File: src/hdl/lzwe_ram.sv
// ----------------------------------------------------------------------------
// LZW encoder RAM
// Generic single write port, single read port memory with registered read.
// ----------------------------------------------------------------------------
module lzwe_ram #(
   parameter int WIDTH = 8,
   parameter int DEPTH = 256
) (
   input  logic                     clock,
   input  logic                     wr_en,
   input  logic [$clog2(DEPTH)-1:0] wr_addr,
   input  logic [WIDTH-1:0]         wr_data,
   input  logic [$clog2(DEPTH)-1:0] rd_addr,
   output logic [WIDTH-1:0]         rd_data
);

   logic [WIDTH-1:0] mem [DEPTH];

   // Write port and registered read port.
   always_ff @(posedge clock) begin
      if (wr_en) begin
         mem[wr_addr] <= wr_data;
      end
      rd_data <= mem[rd_addr];
   end

endmodule

File: config.mk
export PLATFORM = sky130hd
export DESIGN_NAME = lzwe_ram
export DESIGN_NICKNAME = d
export VERILOG_FILES = /design/src/hdl/lzwe_ram.sv
export SDC_FILE = /design/constraint.sdc
export NUM_CORES = 2
export LEC_CHECK = 0
export BUFFER_PORTS_ARGS = -buffer_cell sky130_fd_sc_hd__buf_2
export CAP_MARGIN = 20
export CELL_PAD_IN_SITES_DETAIL_PLACEMENT = 1
export CELL_PAD_IN_SITES_GLOBAL_PLACEMENT = 2
export CORE_UTILIZATION = 40
export DETAILED_ROUTE_END_ITERATION = 7
export GPL_TIMING_DRIVEN = 0
export PLACE_DENSITY_LB_ADDON = 0.1
export SYNTH_ARGS = -nofsm -noshare
export SYNTH_HDL_FRONTEND = slang
export SYNTH_SLANG_ARGS = --single-unit
File: constraint.sdc
create_clock -name clock -period 7.22 [get_ports clock]
set_input_delay 1.805 -clock clock [delete_from_list [all_inputs] [get_ports clock]]
set_output_delay 1.805 -clock clock [all_outputs]
set_load 0.1 [all_outputs]
==> metrics <==
Final setup viols 0; final-report hold violation count 0; via/cell ratio 5.98; Worst-Skew Late Latency about 870 ps; min cycle time layout slightly below 6000 ps; average wire per standard cell 39.9 um; clk sinks about 2000; Placed Cells approximately 6500; post-CTS setup buffers 0; crit path DAT approximately 6600 ps; Vias approximately 41000; layout cell share with drive strength beyond 1 0.234; global placement routability congestion ~0.86; Register Area slightly above 0.06 sq mm; Crit Path Max Fanout 10; post-synth top area share 0.773; synth top area cells edfxtp_1 (77%), mux4_2 (13%), mux2i_1 (1.7%), nor2_1 (1.3%), a22oi_1 (1.3%); Rows approximately 160; Setup crit start rd_addr[1]; first-pass GRT wire length roughly 370000 um; Synth Register Bits just over 2000; switching portion of total power 0.229; Sw Pwr between 5000 and 6000 uW; Seq/Total Area, Yosys 0.775; Tcrit/Tclk final 0.814; DRC 0; Die ar. 0.201 sq mm; worst hold path type reg -> reg; initial antenna violation count 20; Max Cap Violations 0; CTS resizes 0; most frequent cells in the layout edfxtp_1 (2048), mux4_2 (454), nor2_1 (282); Hold Crit Start mem[40][3]$_DFFE_PP_; gr usage total 0.275; most common cell after layout, fill and taps aside edfxtp_1; cell area after synthesis 0.0796 sq mm; CTS H-Tree Depth 4; # hold bufs at CTS 0; Core ar. ~0.2 sq mm; Flop pwr share 0.513; R2R Path Start mem[82][3]$_DFFE_PP_; num ports 34; nets approximately 4100; Finished Layout Cells 6867; Rel. slew slack 0.142; Die Y between 400 and 500 um; Leakage between 0.02 and 0.03 uW; Clock Pin Slew Worst Setup and Hold Paths 60 ps; Multi-input gate area 0.0165 sq mm; Pwr per Cell Area around 280 mW/mm^2; status finished clean; syn nets ~3800; Overflow after GRT 0; CTS root buffer clkbuf_16; crit end category flop; Pre-antenna DRT Iters 5; number of global-route vias before repair approximately 41000; largest net degree at the start of global routing about 150; Hold Crit Depth 7; Fillers between 15000 and 20000; CTS tree done; max-slew violations 0; CP Launch Type input pin; Post-Synthesis Cells 3733; maximum VDD drop roughly 0.00019 V; Pwr Total ~26000 uW; Worst Clk Skew 30.4 ps; ANT nets after route 0; area grow syn2layout 14.2%; Die Wd between 400 and 500 um; IO buf count 26; TritonCTS Buffers 216; Distinct cells, synth 55; WS Path Type in -> reg; Gate power share 0.062; syn avg cell area between 20 and 25 sq um; Initial Utilization 0.403; RSZ-0062 raised after global routing no; Req. time, crit path slightly below 8000 ps; Worst R2R Path Depth 7; DR iter-0 viols just over 5000; clock share of power 0.425; slew at the pin with the worst max-slew slack between 1000 and 1500 ps; Yosys top cell by area edfxtp_1; HPWL Detailed 184000 um; drt total wl approximately 270000 um; CTS Buffer Depth 3; Synth Warn # 0; Power Internal just under 20000 uW; Fmax achieved between 0.15 and 0.2 GHz
## cells in the mapped netlist, drive strengths merged
master and number:
nor4b 1, or3b 1, o211ai 10, clkinv 1
dfxtp 8, inv 1, a22oi 133, and3b 2
edfxtp 2048, a31oi 2, nor4 27, nand3 34
nand2b 8, a2111oi 5, a211oi 16, o22a 5
o32ai 5, nor3 22, nand4 10, clkbuf 111
and3 1, buf 122, a311oi 2, nand3b 2
o21ai 12, or2 4, mux2i 134, mux2 1
nand2 33, a221oi 14, o311ai 1, mux4 456
or2b 1, o22ai 28, and2 6, o221ai 47
nor2b 31, nor3b 1, a21oi 96, a22o 8
nor2 282, a21boi 1
## power by group through the flow
| stage | clock [uW] | sequential, uW | combinational, uW |
|---|---|---|---|
| 5_1_grt | 11400 | 13200 | 1610 |
| 2_1_floorplan | 0 | 13500 | 639 |
| 4_1_cts | 11000 | 13200 | 1580 |
| 6_report | 10900 | 13200 | 1580 |
| 3_3_place_gp | 0 | 13500 | 1510 |
| 3_5_place_dp | 0 | 13400 | 1580 |
## per-stage QoR
step,util,hold WS [ps],TNS [ps],setup WS [ps],cell area (sq um)
global route,0.460,1400,0,1440,90800
finish,0.460,1370,0,1340,90800
detailed placement,0.425,1330,0,735,83900
global placement,0.420,1470,-606,-205,83000
floorplan,-,770,0,3480,79600
CTS,0.460,1360,0,1640,90800
## routing by layer
metal,GRT usage,part of all wire,vias to the layer above
met2,0.441,0.48,1601
met3,0.0436,0.062,326
li1,-,-,16351
met1,0.388,0.43,22811
met5,0,0.000098,-
met4,0.0837,0.032,4
## final cells by class
cell class	instances	share of cell area
well taps	2640	0.0364
multi-input cells	1442	0.181
repair buffers	84	0.0116
clock buffers	261	0.0628
clock inverters	138	0.0123
diodes	11	0.000303
flip-flops and latches	2056	0.679
plain buffers	233	0.0164
inverters	2	0.0000827
## critical path, cell delays in order
cell and delay [ps]:
buf_2 140, buf_4 210, buf_4 500, clkbuf_1 680, mux4_2 430, a221oi_1 1080
o32ai_1 470, nor3_1 850, nor4_1 160, buf_2 220
## path summary, 6_finish.rpt
kind	to	slack, ps
min reg2reg	rd_data[3]$_DFF_P_	1370
max	rd_data[3]$_DFF_P_	1340
max reg2reg	rd_data[3]$_DFF_P_	3270
min	rd_data[3]$_DFF_P_	1370
## cells by family (layout without fill, tap and decap cells)
group / after synthesis / count (layout) / share of synthesized area
AOI/OAI and AO/OA: 385 / 385 / 0.0342
buffers and inverters: 235 / 718 / 0.0183
DFF: 2056 / 2056 / 0.775
muxes: 591 / 591 / 0.146
other: 0 / 11 / 0
and+or+nand+nor: 466 / 466 / 0.0263
## sequential cells by signal, summed over array words and instances (netlist names)
register  count
mem        2048
rd_data       8
(Power assumes the default switching activity.)
